<file path="src/rtl/itp_pkg.sv">
`timescale 1ns / 1ps
// Package for the infix-to-postfix converter: item types, sequencer states,
// character constants and the operator precedence function. No dependencies.

package itp_pkg;

	localparam int STACK_DEPTH_DEF = 16;

	localparam logic [7:0] CH_CARET   = 8'h5E;
	localparam logic [7:0] CH_STAR    = 8'h2A;
	localparam logic [7:0] CH_SLASH   = 8'h2F;
	localparam logic [7:0] CH_PERCENT = 8'h25;
	localparam logic [7:0] CH_PLUS    = 8'h2B;
	localparam logic [7:0] CH_MINUS   = 8'h2D;
	localparam logic [7:0] CH_LOWER_A = 8'h61;
	localparam logic [7:0] CH_LOWER_Z = 8'h7A;

	typedef struct packed {
		logic [7:0] symbol;
		logic       expr_end;
	} infix_item_t;

	typedef struct packed {
		logic [7:0] out_symbol;
		logic       run_last;
		logic       expr_done;
		logic       overflow_seen;
	} postfix_item_t;

	typedef enum logic [2:0] {
		ST_IDLE,
		ST_OP_RD,
		ST_OP_CMP,
		ST_PUSH,
		ST_FLUSH_RD,
		ST_FLUSH_POP,
		ST_FINISH
	} itp_state_t;

	// Lowercase letters are operands and go straight to the output.
	function automatic logic is_letter(logic [7:0] ch);
		return (ch >= CH_LOWER_A) && (ch <= CH_LOWER_Z);
	endfunction

	// True when the stacked character must be popped before the incoming one
	// is pushed. The caret is right associative, so it never pops another caret.
	function automatic logic top_precedes(logic [7:0] top, logic [7:0] sym);
		logic high_top;
		logic low_top;
		logic low_sym;
		high_top = (top == CH_CARET) || (top == CH_STAR) ||
			(top == CH_SLASH) || (top == CH_PERCENT);
		low_top  = (top == CH_PLUS) || (top == CH_MINUS);
		low_sym  = (sym == CH_PLUS) || (sym == CH_MINUS);
		if (high_top)
			return sym != CH_CARET;
		else if (low_top)
			return low_sym;
		else
			return 1'b0;
	endfunction

endpackage

</file>
<file path="src/rtl/infix_to_postfix_converter.sv">
`timescale 1ns / 1ps
// Top level of the infix-to-postfix converter (shunting yard, no parentheses).
// Depends on itp_pkg and itp_stack_ram.
//
// Usage: the infix channel carries one character per item, with expr_end set on
// the final character of an expression. The postfix channel returns the postfix
// characters; run_last marks the last result caused by an input item, expr_done
// the final character of the expression, and overflow_seen reports whether an
// operator was dropped on a full stack earlier in the expression.
// The block works on one item at a time and raises infix_stall until that item
// is finished. An operator pops the stack entries that precede it and is then
// pushed, each comparison waiting on the registered read of the stack RAM. An
// end item then flushes the remaining stack entries.
// Results leave through an output register, so a new item is accepted while
// the last result still waits; a stalled receiver holds the sequencer whenever
// a new result has to pass that register. Each result is held back one step
// inside the block until it is known whether another follows it; a letter
// is offered only after passing the held-back and the output registers.
// Reset clears the stack count, the overflow flag and all valid bits; the stack
// RAM itself is not cleared, since only written entries are ever read.

module infix_to_postfix_converter #(
	parameter int STACK_DEPTH = itp_pkg::STACK_DEPTH_DEF
) (
	input  logic                  clk,
	input  logic                  arst_n,
	input  logic                  infix_valid,
	output logic                  infix_stall,
	input  itp_pkg::infix_item_t  infix,
	output logic                  postfix_valid,
	input  logic                  postfix_stall,
	output itp_pkg::postfix_item_t postfix
);

	localparam int AW = (STACK_DEPTH > 1) ? $clog2(STACK_DEPTH) : 1;
	localparam int CW = $clog2(STACK_DEPTH + 1);

	itp_pkg::itp_state_t state_q, state_nxt;

	// Item under work.
	logic [7:0] sym_q;
	logic       end_q;

	// Stack bookkeeping.
	logic [CW-1:0] count_q;
	logic [CW-1:0] count_m1;
	logic          ovf_q;
	logic          stack_full;

	// Held-back result: it is released once the next result or the end of the
	// item tells whether it is the last one.
	logic       pend_valid_q;
	logic [7:0] pend_sym_q;
	logic       pend_ovf_q;

	// Output register.
	logic                   out_valid_q;
	itp_pkg::postfix_item_t out_q;
	logic                   out_free;

	// RAM interface.
	logic          ram_wr_en;
	logic          ram_rd_en;
	logic [AW-1:0] ram_rd_addr;
	logic [AW-1:0] ram_wr_addr;
	logic [7:0]    ram_rd_data;

	// Sequencer controls.
	logic       accept;
	logic       can_pend;
	logic       pop_ok;
	logic       pend_load;
	logic       pend_shift;
	logic       pend_final;
	logic [7:0] pend_data;
	logic       cnt_inc;
	logic       cnt_dec;
	logic       set_ovf;
	logic       done_go;

	itp_stack_ram #(
		.DEPTH (STACK_DEPTH),
		.AW    (AW)
	) u_stack_ram (
		.clk     (clk),
		.wr_en   (ram_wr_en),
		.wr_addr (ram_wr_addr),
		.wr_data (sym_q),
		.rd_en   (ram_rd_en),
		.rd_addr (ram_rd_addr),
		.rd_data (ram_rd_data)
	);

	assign infix_stall = (state_q != itp_pkg::ST_IDLE);
	assign accept      = infix_valid && !infix_stall;

	assign count_m1    = count_q - {{(CW-1){1'b0}}, 1'b1};
	assign ram_rd_addr = count_m1[AW-1:0];
	assign ram_wr_addr = count_q[AW-1:0];
	assign stack_full  = (count_q >= CW'(STACK_DEPTH));

	// The output register can take a result when it is empty or being drained.
	assign out_free = !out_valid_q || !postfix_stall;
	// A new result can be held back when the held one can move on.
	assign can_pend = !pend_valid_q || out_free;
	assign pop_ok   = itp_pkg::top_precedes(ram_rd_data, sym_q);

	// Next state.
	always_comb begin
		state_nxt = state_q;
		unique case (state_q)
			itp_pkg::ST_IDLE: begin
				if (accept) begin
					if (itp_pkg::is_letter(infix.symbol))
						state_nxt = infix.expr_end ? itp_pkg::ST_FLUSH_RD : itp_pkg::ST_FINISH;
					else if (count_q != '0)
						state_nxt = itp_pkg::ST_OP_RD;
					else
						state_nxt = itp_pkg::ST_PUSH;
				end
			end
			itp_pkg::ST_OP_RD: begin
				state_nxt = itp_pkg::ST_OP_CMP;
			end
			itp_pkg::ST_OP_CMP: begin
				if (!pop_ok)
					state_nxt = itp_pkg::ST_PUSH;
				else if (can_pend)
					state_nxt = (count_m1 != '0) ? itp_pkg::ST_OP_RD : itp_pkg::ST_PUSH;
			end
			itp_pkg::ST_PUSH: begin
				state_nxt = end_q ? itp_pkg::ST_FLUSH_RD : itp_pkg::ST_FINISH;
			end
			itp_pkg::ST_FLUSH_RD: begin
				state_nxt = (count_q != '0) ? itp_pkg::ST_FLUSH_POP : itp_pkg::ST_FINISH;
			end
			itp_pkg::ST_FLUSH_POP: begin
				if (can_pend)
					state_nxt = itp_pkg::ST_FLUSH_RD;
			end
			itp_pkg::ST_FINISH: begin
				if (can_pend)
					state_nxt = itp_pkg::ST_IDLE;
			end
			default: state_nxt = itp_pkg::ST_IDLE;
		endcase
	end

	// Sequencer outputs.
	always_comb begin
		ram_wr_en  = 1'b0;
		ram_rd_en  = 1'b0;
		pend_load  = 1'b0;
		pend_shift = 1'b0;
		pend_final = 1'b0;
		pend_data  = ram_rd_data;
		cnt_inc    = 1'b0;
		cnt_dec    = 1'b0;
		set_ovf    = 1'b0;
		done_go    = 1'b0;
		unique case (state_q)
			itp_pkg::ST_IDLE: begin
				// Nothing is held back while idle, so a letter loads directly.
				if (accept && itp_pkg::is_letter(infix.symbol)) begin
					pend_load = 1'b1;
					pend_data = infix.symbol;
				end
			end
			itp_pkg::ST_OP_RD: begin
				ram_rd_en = 1'b1;
			end
			itp_pkg::ST_OP_CMP: begin
				if (pop_ok && can_pend) begin
					pend_load  = 1'b1;
					pend_shift = pend_valid_q;
					cnt_dec    = 1'b1;
				end
			end
			itp_pkg::ST_PUSH: begin
				if (stack_full) begin
					set_ovf = 1'b1;
				end else begin
					ram_wr_en = 1'b1;
					cnt_inc   = 1'b1;
				end
			end
			itp_pkg::ST_FLUSH_RD: begin
				ram_rd_en = (count_q != '0);
			end
			itp_pkg::ST_FLUSH_POP: begin
				if (can_pend) begin
					pend_load  = 1'b1;
					pend_shift = pend_valid_q;
					cnt_dec    = 1'b1;
				end
			end
			itp_pkg::ST_FINISH: begin
				if (can_pend) begin
					done_go    = 1'b1;
					pend_final = pend_valid_q;
				end
			end
			default: begin
				done_go = 1'b0;
			end
		endcase
	end

	always_ff @(posedge clk or negedge arst_n) begin
		if (!arst_n)
			state_q <= itp_pkg::ST_IDLE;
		else
			state_q <= state_nxt;
	end

	always_ff @(posedge clk) begin
		if (accept) begin
			sym_q <= infix.symbol;
			end_q <= infix.expr_end;
		end
	end

	always_ff @(posedge clk or negedge arst_n) begin
		if (!arst_n) begin
			count_q <= '0;
			ovf_q   <= 1'b0;
		end else begin
			if (done_go && end_q) begin
				count_q <= '0;
				ovf_q   <= 1'b0;
			end else begin
				if (cnt_inc)
					count_q <= count_q + {{(CW-1){1'b0}}, 1'b1};
				else if (cnt_dec)
					count_q <= count_m1;
				if (set_ovf)
					ovf_q <= 1'b1;
			end
		end
	end

	// Held-back result. Its overflow bit is the flag at the time it is produced.
	always_ff @(posedge clk or negedge arst_n) begin
		if (!arst_n)
			pend_valid_q <= 1'b0;
		else if (pend_load)
			pend_valid_q <= 1'b1;
		else if (pend_final)
			pend_valid_q <= 1'b0;
	end

	always_ff @(posedge clk) begin
		if (pend_load) begin
			pend_sym_q <= pend_data;
			pend_ovf_q <= ovf_q;
		end
	end

	// Output register: a held result moves here either because a newer one
	// follows it or because the item is finished.
	always_ff @(posedge clk or negedge arst_n) begin
		if (!arst_n)
			out_valid_q <= 1'b0;
		else if (pend_shift || pend_final)
			out_valid_q <= 1'b1;
		else if (!postfix_stall)
			out_valid_q <= 1'b0;
	end

	always_ff @(posedge clk) begin
		if (pend_shift || pend_final) begin
			out_q.out_symbol    <= pend_sym_q;
			out_q.run_last      <= pend_final;
			out_q.expr_done     <= pend_final && end_q;
			out_q.overflow_seen <= pend_ovf_q;
		end
	end

	assign postfix_valid = out_valid_q;
	assign postfix       = out_q;

endmodule

</file>
<file path="src/rtl/itp_stack_ram.sv">
`timescale 1ns / 1ps
// Operator stack storage: single-port-write, single-port-read synchronous RAM
// with registered read data. Standalone; no package dependency.

module itp_stack_ram #(
	parameter int DEPTH = 16,
	parameter int AW    = 4
) (
	input  logic          clk,
	input  logic          wr_en,
	input  logic [AW-1:0] wr_addr,
	input  logic [7:0]    wr_data,
	input  logic          rd_en,
	input  logic [AW-1:0] rd_addr,
	output logic [7:0]    rd_data
);

	logic [7:0] mem [DEPTH];

	always_ff @(posedge clk) begin
		if (wr_en)
			mem[wr_addr] <= wr_data;
	end

	// Read data holds its value until the next read is issued.
	always_ff @(posedge clk) begin
		if (rd_en)
			rd_data <= mem[rd_addr];
	end

endmodule

</file>
<file path="config.mk">
export PLATFORM = sky130hd
export DESIGN_NAME = infix_to_postfix_converter
export DESIGN_NICKNAME = d
export VERILOG_FILES = /design/src/rtl/itp_pkg.sv /design/src/rtl/infix_to_postfix_converter.sv /design/src/rtl/itp_stack_ram.sv
export SDC_FILE = /design/constraint.sdc
export NUM_CORES = 1
export LEC_CHECK = 0
export ABC_AREA = 1
export BUFFER_PORTS_ARGS = -buffer_cell sky130_fd_sc_hd__clkbuf_2
export CAP_MARGIN = 20
export CORE_UTILIZATION = 60
export DETAILED_ROUTE_END_ITERATION = 8
export PLACE_DENSITY = 0.74
export REMOVE_ABC_BUFFERS = 1
export SLEW_MARGIN = 20
export SYNTH_ARGS = -nofsm -noshare
export SYNTH_HDL_FRONTEND = slang
export SYNTH_SLANG_ARGS = --single-unit
</file>
<file path="constraint.sdc">
create_clock -name clk -period 2.57 [get_ports clk]
set_input_delay 0.1285 -clock clk [delete_from_list [all_inputs] [get_ports clk]]
set_output_delay 0.1285 -clock clk [all_outputs]
set_load 0.02 [all_outputs]
</file>
# Word-level counts from Yosys, hierarchy flattened
# Memories as Yosys holds them, arrays and structs flattened. A register that Yosys moved wholly into a read port is not among the register bits.
# Cells that the tools add are included.
word_totals:
  regBits: 40
  mem_bits_rw: 128
  inputBits: 13
  out_inout_bits: 13
  wordCells: 107
  n_memories: 1
classes:
  add_sub_neg: 2
  n_lt_le_gt_ge: 3
  eq_ne: 20
  muxes: 42
  reduce_logical: 26
memory_table:
  columns: ["name", "depth", "word_bits", "rd", "rd_clocked_by_memory_dff", "wr", "line_no", "text"]
  rows:
  - ["u_stack_ram.mem", 16, 8, 1, 1, 1, "itp_stack_ram.sv:18", "logic [7:0] mem [DEPTH];"]
ops:
  columns: ["operator", "count"]
  rows:
  - ["8-bit by 6-bit equality test with 1-bit output, second input constant", 7]
  - ["1-bit two-way mux", 21]
  - ["3-bit case mux with 7 select lines", 1]
  - ["3-bit two-way mux", 6]
  - ["8-bit two-way mux", 2]
  - ["5-bit two-way mux", 3]
  - ["2-bit two-way mux", 5]
  - ["5-bit nonzero test", 2]
  - ["3-bit equality test, second input constant", 3]
  - ["8-bit by 7-bit equality test with 1-bit output, second input constant", 1]
  - ["8-bit by 7-bit >= comparator with 1-bit output, second input constant", 1]
  - ["8-bit by 7-bit <= comparator with 1-bit output, second input constant", 1]
  - ["1-bit logical OR", 8]
  - ["8-bit by 7-bit != test with 1-bit output, second input constant", 1]
  - ["3-bit by 2-bit equality test with 1-bit output, second input constant", 2]
  - ["1-bit logical AND", 6]
  - ["2-bit != test, second input constant", 3]
  - ["1-bit case mux with 2 select lines", 3]
  - ["3-bit nonzero test", 2]
  - ["5-bit by 1-bit adder with 5-bit output, second input constant", 1]
  - ["5-bit >= comparator, second input constant", 1]
  - ["5-bit by 1-bit subtractor with 5-bit output, second input constant", 1]
  - ["1-bit zero test", 4]
  - ["4-bit AND reduction", 1]
  - ["other kinds (6)", 7]

# Depth between registers and ports, before layout
# Gate-level depths: netlist (run 1).
logic_depth:
  word_depth: 11
  mapped_depth: 14
  mapped_depth_nobuf: 14

# Hierarchy
# From an unflattened synthesis (run 1), not the netlist that was laid out.
unflattened:
  cells_unflattened: 812
  hier_area_um2: 8059.0
by_module_without_submodules:
  columns: ["module", "n_inst", "cells_each", "area_per_inst_um2", "seq_area_each_um2"]
  rows:
  - ["itp_stack_ram", 1, 551, 5846.9, 4083.9]
  - ["infix_to_postfix_converter", 1, 261, 2212.1, 1146.1]

# Worst setup path after synthesis (run 1)
# Ideal clock, no wire load.
synth_timing:
  path_kind: "reg2reg"
  start: "register count_q[0]"
  end: "memory u_stack_ram.mem[12][0], enable pin"
  setup_time_ns: 0.383
  t_arrival_ns: 1.891
  t_required_ns: 2.187
  path_slack_ns: 0.296
  path_stages_with_launch: 7
  path_buffers: 2
  synth_period_minus_slack_ns: 2.274
  path_cell_list: "dfrtp_1 inv_1 buf_2 buf_2 ha_1 inv_1 nor3_1"
synth_via:
  elab_chain_len: 5
synth_lines:
  columns: ["item", "line_no", "text"]
  rows:
  - ["start: declaration", "infix_to_postfix_converter.sv:45", "logic [CW-1:0] count_q;"]
  - ["start signal: assignment", "infix_to_postfix_converter.sv:233", "count_q <= count_q + {{(CW-1){1'b0}}, 1'b1};"]
  - ["start signal: assignment", "infix_to_postfix_converter.sv:235", "count_q <= count_m1;"]
  - ["5-bit >= comparator", "infix_to_postfix_converter.sv:100", "assign stack_full = (count_q >= CW'(STACK_DEPTH));"]
  - ["1-bit two-way mux", "infix_to_postfix_converter.sv:180", "if (stack_full) begin"]
  - ["1-bit two-way mux", "infix_to_postfix_converter.sv:161", "unique case (state_q)"]
  - ["1-bit two-way mux", "itp_stack_ram.sv:21", "if (wr_en)"]
  - ["1-bit two-way mux (not written as such)", "itp_stack_ram.sv:22", "mem[wr_addr] <= wr_data;"]
  - ["end: declaration", "itp_stack_ram.sv:18", null]
# Several ways; a longest one is shown, not always the timed one.

# Final worst setup path (run 1)
layout_timing:
  start: "register sym_q[2]"
  end: "register out_q, in the netlist postfix[1], enable pin"
layout_via:
  elab_chain_len: 8
layout_lines:
  columns: ["item", "line_no", "text"]
  rows:
  - ["start: declaration", "infix_to_postfix_converter.sv:41", "logic [7:0] sym_q;"]
  - ["start signal: assignment", "infix_to_postfix_converter.sv:218", "sym_q <= infix.symbol;"]
  - ["8-bit by 6-bit equality test with 1-bit output", "itp_pkg.sv:54", "low_sym = (sym == CH_PLUS) || (sym == CH_MINUS);"]
  - ["1-bit logical OR", "itp_pkg.sv:54", null]
  - ["1-bit two-way mux", "itp_pkg.sv:57", "else if (low_top)"]
  - ["1-bit two-way mux *", "itp_pkg.sv:55", "if (high_top)"]
  - ["1-bit logical AND *", "infix_to_postfix_converter.sv:173", "if (pop_ok && can_pend) begin"]
  - ["1-bit two-way mux *", "infix_to_postfix_converter.sv:173", null]
  - ["1-bit case mux with 2 select lines *", "infix_to_postfix_converter.sv:161", null]
  - ["1-bit logical OR *", "infix_to_postfix_converter.sv:271", "if (pend_shift || pend_final) begin"]
  - ["end: declaration", "infix_to_postfix_converter.sv:58", "itp_pkg::postfix_item_t out_q;"]
# Mark *: on every way between the ends. The rest lies on a longest branch, timed or not.
# A chain may end at the register's enable or synchronous reset.

==> results of run 1 <==
layer usage:
metal | global-route usage (%) | vias up | wire, um
met5 | 0 | - | 0
met2 | 42.8 | 246 | 7730
met4 | 12.1 | 0 | 588
met3 | 7.33 | 49 | 1550
li1 | - | 2361 | -
met1 | 40.3 | 2412 | 7100
synthesized netlist by cell type (2+ instances only):
| master | count | area (sq um) |
|---|---|---|
| o221ai_1 | 8 | 70.1 |
| nand3_1 | 16 | 80.1 |
| nand4_1 | 7 | 43.8 |
| o21ai_1 | 2 | 10.0 |
| edfxtp_1 | 165 | 4950 |
| nand3_2 | 3 | 30.0 |
| ha_1 | 5 | 62.6 |
| o21ai_0 | 55 | 275 |
| nor2_1 | 126 | 473 |
| o32ai_1 | 24 | 210 |
| xor2_1 | 2 | 17.5 |
| nand2_1 | 79 | 297 |
| dfrtp_1 | 11 | 275 |
| o211ai_1 | 8 | 60.1 |
| nand2_2 | 3 | 18.8 |
| clkbuf_1 | 12 | 45.0 |
| inv_2 | 6 | 22.5 |
| buf_2 | 13 | 65.1 |
| a21oi_1 | 4 | 20.0 |
| nor3_1 | 5 | 25.0 |
| mux2i_1 | 8 | 80.1 |
| inv_1 | 42 | 158 |
| nor2_2 | 5 | 31.3 |
| o21ai_2 | 4 | 35.0 |
| nor3_2 | 4 | 40.0 |
kinds of logic (layout without fill, tap and decap cells):
logic type	Yosys count	in the layout	share of synthesized area (%)
AND/OR/NAND/NOR	252	252	14.3
flip-flops	176	176	69.8
AO/OA/AOI/OAI	108	108	9.38
multiplexers	8	8	1.07
XOR/XNOR	4	4	0.718
buffers and inverters	74	148	3.97
adder cells (fa/ha/maj)	5	5	0.834
critical path: stages (launching register included):
cell      delay, ns
edfxtp_1       0.57
nand2_1        0.14
nand3_1        0.07
a21oi_1        0.20
nand4_1        0.14
nand2_2        0.12
nand2_1        0.06
nand2_1        0.11
nand3_1        0.11
inv_1          0.35
final cells by class:
class / count / share of cell area [%]
flip-flops and latches: 176 / 60.5
repair buffers: 69 / 5.88
multi-input cells: 377 / 22.8
well taps: 168 / 2.43
inverters: 48 / 2.08
clock inverters: 12 / 1.30
clock buffers: 19 / 5.01
power by group through the flow:
stage / combinational (W) / sequential [W] / clock (W)
2_1_floorplan: 0.00228 / 0.00408 / 0
3_3_place_gp: 0.00368 / 0.00396 / 0
3_5_place_dp: 0.00374 / 0.00397 / 0
4_1_cts: 0.00377 / 0.00391 / 0.00241
5_1_grt: 0.00421 / 0.00395 / 0.00252
6_report: 0.00382 / 0.00392 / 0.00237
path summary, 6_finish.rpt:
check                                   startpoint                endpoint  slack (ns)  cells after the start
max                             sym_q[2]$_DFFE_PP_    postfix[1]$_DFFE_PP_        0.35                      9
min                                    infix_valid  state_q[1]$_DFFE_PN0P_        0.11                      5
max reg2reg                     sym_q[2]$_DFFE_PP_    postfix[1]$_DFFE_PP_        0.35                      9
min reg2reg                pend_sym_q[5]$_DFFE_PP_    postfix[8]$_DFFE_PP_        0.42                      0
max in group asynchronous                   arst_n  count_q[0]$_DFFE_PN0P_        2.18                      2
min in group asynchronous                   arst_n       ovf_q$_DFFE_PN0P_        0.12                      2
per-stage QoR:
step	instances	setup TNS, ns	total power (W)	util [%]
after floorplan	601	-86.63	0.00636	-
after global placement	827	0	0.00764	66.0
after detailed placement	827	0	0.00771	66.0
after CTS	869	0	0.0101	71.4
after global routing	869	0	0.0107	71.4
final	869	0	0.0101	71.4
sequential cells by signal (all words and copies together) (netlist names):
signal,count
pend_sym_q,8
u_stack_ram.mem,128
u_stack_ram.rd_data,8
pend_valid_q,1
end_q,1
pend_ovf_q,1
state_q,3
count_q,5
sym_q,8
postfix_valid,1
ovf_q,1
postfix,11
==> impl_metrics.tcl, run 1 <==
set metrics [dict create \
    outcome "finished clean" \
    cts_tree "yes" \
    die_area_sq_mm 0.0129 \
    drive_above_1_share_pct 16.3 \
    clkLatencyLatePin_ns 0.43 \
    async_flop_share_pct 6.25 \
    arrival_ns 2.30 \
    synth_edf_count 165 \
    ir_drop_mv 0.632 \
    cp_max_fo 12 \
    synth_cells 627 \
    cts_hold_buf 11 \
    drv_slew 0 \
    rsz0062_at_grt "false" \
    grt_max_degree 71 \
    path_class "flop to flop" \
    required_ns 2.65 \
    cts_setup_buffers 0 \
    grt_pass1_vias 4926 \
    relSlewSlack_pct 49.3 \
    drc 0 \
    combinationalPowerShare_pct 37.8 \
    p_leak_nw 3.21 \
    cts_max_level 4 \
    final_common_cell "edfxtp_1" \
    p_per_area_mw_per_mm2 1170 \
    hold_viol 0 \
    syn_area_sq_mm 0.00750 \
    hold_ws_ns 0.108 \
    maxCapViolations 0 \
    wirelength_um 17000 \
    io_buffers 25 \
    final_antenna_net_count 0 \
    cts-resized-gates 0 \
    synth_cell_types 35 \
    ys_ff_latch 176 \
    clock_path_buffers 2 \
    worstMarginPinSlew_ns 0.761 \
    swShare_pct 38.4 \
    yosysSeqAreaShare_pct 69.8 \
    grt_overflow 0 \
    wl_per_cell_um 19.5 \
    dr.first_iter.drc_count 596 \
    initial_core_util_pct 61.9 \
    period_share_pct 86.5 \
    syn_area_per_cell_sq_um 12.0 \
    p_seq_share_pct 38.8 \
    layout.nets 707 \
    clockPowerShare_pct 23.5 \
    skew_ns 0.00621 \
    area_growth_syn_to_layout_pct 15.3 \
    place_area_sq_mm 0.00799 \
    clkSinkCount 176 \
    crit_path_start_kind "flop" \
    endpoint_kind "flop" \
    postLayoutCellArea_sq_mm 0.00864 \
    grt_usage_pct 28.6 \
    row_count 40 \
    finalWorstSetupSlack_ns 0.346 \
    dp_hpwl_um 11200 \
    cts-root-buf "clkbuf_16" \
    mostFrequentLayoutCells "165 x edfxtp_1, 126 x nor2_1, 79 x nand2_1, 55 x o21ai_0, 42 x inv_1" \
    period_minus_slack_ns 2.22 \
    grt_antenna_before_repair 0 \
    final.fill_count 858 \
    die_x_um 114 \
    drt_pass1_iterations 6 \
    grt_pass1_wl_um 26600 \
    finalWeightedCongestion 0.928 \
    clk_pin_slew_ns 0.06 \
    core_region_area_sq_mm 0.0121 \
    diodes 0 \
    maxClockFrequency_mhz 450 \
    die_h_um 114 \
    setup_viol_count_final 0 \
    cts_buffers 17 \
    via_count 5068 \
    switching_power_w 0.00389 \
    p_int_w 0.00623 \
    via_per_inst 5.83 \
    preCtsSetupSlack_ns 0.414 \
    min_path_type "input port to flop" \
    synthFlopType "edfxtp_1" \
    ioPinCount 26 \
    seq_area_sq_mm 0.00523 \
    multiInputGateArea_sq_mm 0.00197 \
    ys.warnings.count 0 \
]
No activity file was read; power rests on OpenSTA's default activity.
==> run 2, diff against run 1 <==
- CORE_MARGIN: unset -> 3
==> impl_metrics.tcl, run 2 (same netlist as run 1, synthesis figures left out) <==
set metrics [dict create \
    cts_max_level 4 \
    finalWeightedCongestion 0.939 \
    grt_antenna_before_repair 0 \
    dr.first_iter.drc_count 579 \
    required_ns 2.62 \
    cp_max_fo 11 \
    period_minus_slack_ns 2.33 \
    worst_hold_startpoint "postfix_stall" \
    via_count 5151 \
    clkLatencyLatePin_ns 0.43 \
    setup_viol_count_final 0 \
    drt_pass1_iterations 5 \
    largest_reg_flops 128 \
    clock_path_buffers 2 \
    ir_drop_mv 0.658 \
    arrival_ns 2.38 \
    endpoint_kind "flop" \
    stdcell_count 870 \
    grt_max_degree 65 \
    grt_overflow 0 \
    outcome "finished clean" \
    relSlewSlack_pct 65.7 \
    grt_pass1_wl_um 26900 \
    worst-r2r-cell-count 8 \
    r2r-start "sym_q[1]$_DFFE_PP_" \
    clk_pin_slew_ns 0.06 \
    cts_tree "yes" \
    die_x_um 118 \
    p_per_area_mw_per_mm2 1190 \
    grt_usage_pct 25.4 \
    initial_core_util_pct 61.9 \
    maxCapViolations 0 \
    drv_slew 0 \
    final_common_cell "edfxtp_1" \
    dp_hpwl_um 10700 \
    rrSetupSlack_ns 0.24 \
    layout.nets 708 \
    min_path_type "input port to flop" \
    worstMarginPinSlew_ns 0.514 \
    die_area_sq_mm 0.0139 \
    mostFrequentLayoutCells "165 x edfxtp_1, 126 x nor2_1, 79 x nand2_1, 55 x o21ai_0, 42 x inv_1" \
    die_h_um 118 \
    grt_pass1_vias 5035 \
    top_register "u_stack_ram.mem" \
    ioPinCount 26 \
    clkSinkCount 176 \
    dpl.cell_count 829 \
    core_region_area_sq_mm 0.0121 \
    cts-resized-gates 0 \
    io_buffers 25 \
    drive_above_1_share_pct 16.2 \
    skew_ns 0.00446 \
    hold_ws_ns 0.0105 \
    drc 0 \
    wirelength_um 17100 \
    row_count 40 \
    hold_end "postfix_valid$_DFFE_PN0P_" \
    rsz0062_at_grt "false" \
    hold_viol 0 \
    crit_path_start_kind "flop" \
    diodes 0 \
    cts-root-buf "clkbuf_16" \
    area_growth_syn_to_layout_pct 15.6 \
    period_share_pct 90.6 \
    cts_buffers 17 \
    maxClockFrequency_mhz 430 \
    via_per_inst 5.92 \
    wl_per_cell_um 19.6 \
    r2r-end "pend_sym_q[7]$_DFFE_PP_" \
    final_antenna_net_count 0 \
    path_class "flop to flop" \
    p_leak_nw 3.24 \
    min_path_cells 3 \
]
[run 2: changes by cell type in the layout (fill, tap and decap cells not counted), moves of 3 or more]
cell        previous run  this run
clkinv_2               0         3
buf_4                 31        34
clkinv_1               2         5
clkinv_4               3         0
clkinvlp_4             3         0
[run 2: area by class of cell]
| class | instances | area [sq um] |
|---|---|---|
| Fill cell | 816 | 3450 |
| Clock inverter | 13 | 144 |
| Timing Repair Buffer | 70 | 500 |
| Multi-Input combinational cell | 377 | 1970 |
| Tap cell | 168 | 210 |
| Clock buffer | 18 | 429 |
| Inverter | 48 | 180 |
| Sequential cell | 176 | 5230 |
[run 2: timing repair]
action                                 CTS  global route
hold buffers                            10             0
endpoints found under the hold margin   20             0
buffers inserted                         0             0
[run 2: per-stage QoR]
| stage | setup WS, ns | cell area [sq um] | util [%] | TNS [ns] | total power, W |
|---|---|---|---|---|---|
| global placement | 0.394 | 7990 | 66.0 | 0 | 0.00761 |
| CTS | 0.364 | 8660 | 71.5 | 0 | 0.0102 |
| detailed placement | 0.398 | 7990 | 66.0 | 0 | 0.00770 |
| global route | 0.106 | 8660 | 71.5 | 0 | 0.0108 |
| finish | 0.243 | 8660 | 71.5 | 0 | 0.0103 |
| floorplan | -1.88 | 7380 | - | -86.63 | 0.00636 |
[run 2: worst max path at each step]
stage | slack, ns | startpoint | cells after the start | end
6_report | 0.24 | sym_q[1]$_DFFE_PP_ | 8 | pend_sym_q[7]$_DFFE_PP_
5_1_grt | 0.11 | sym_q[1]$_DFFE_PP_ | 8 | pend_sym_q[7]$_DFFE_PP_
4_1_cts | 0.36 | count_q[0]$_DFFE_PN0P_ | 6 | u_stack_ram.rd_data[0]$_DFFE_PP_
3_5_place_dp | 0.40 | count_q[0]$_DFFE_PN0P_ | 6 | u_stack_ram.rd_data[2]$_DFFE_PP_
3_3_place_gp | 0.39 | count_q[0]$_DFFE_PN0P_ | 6 | u_stack_ram.rd_data[4]$_DFFE_PP_
2_1_floorplan | -1.88 | count_q[0]$_DFFE_PN0P_ | 6 | u_stack_ram.rd_data[0]$_DFFE_PP_
[run 2: report_power, final]
part           switching (W)  total (W)  internal (W)
Combinational        0.00258    0.00379       0.00122
Sequential          0.000272    0.00394       0.00367
Clock                0.00103    0.00254       0.00151
[run 2: critical path, stage by stage, from the launching register on]
cell and delay (ns):
edfxtp_1 0.55, inv_1 0.13, or2_1 0.25, nor3_2 0.23, inv_1 0.07, nand2_1 0.08, nand2_2 0.07, nand3_2 0.18
nand3_1 0.39
[run 2: routing by layer]
layer / track usage [%] / vias to the layer above / part of all wire [%]
met5: 0 / - / 0
met3: 5.86 / 49 / 7.9
met2: 40.8 / 275 / 49
met4: 10.8 / 0 / 3.1
li1: - / 2354 / -
met1: 33.6 / 2473 / 40
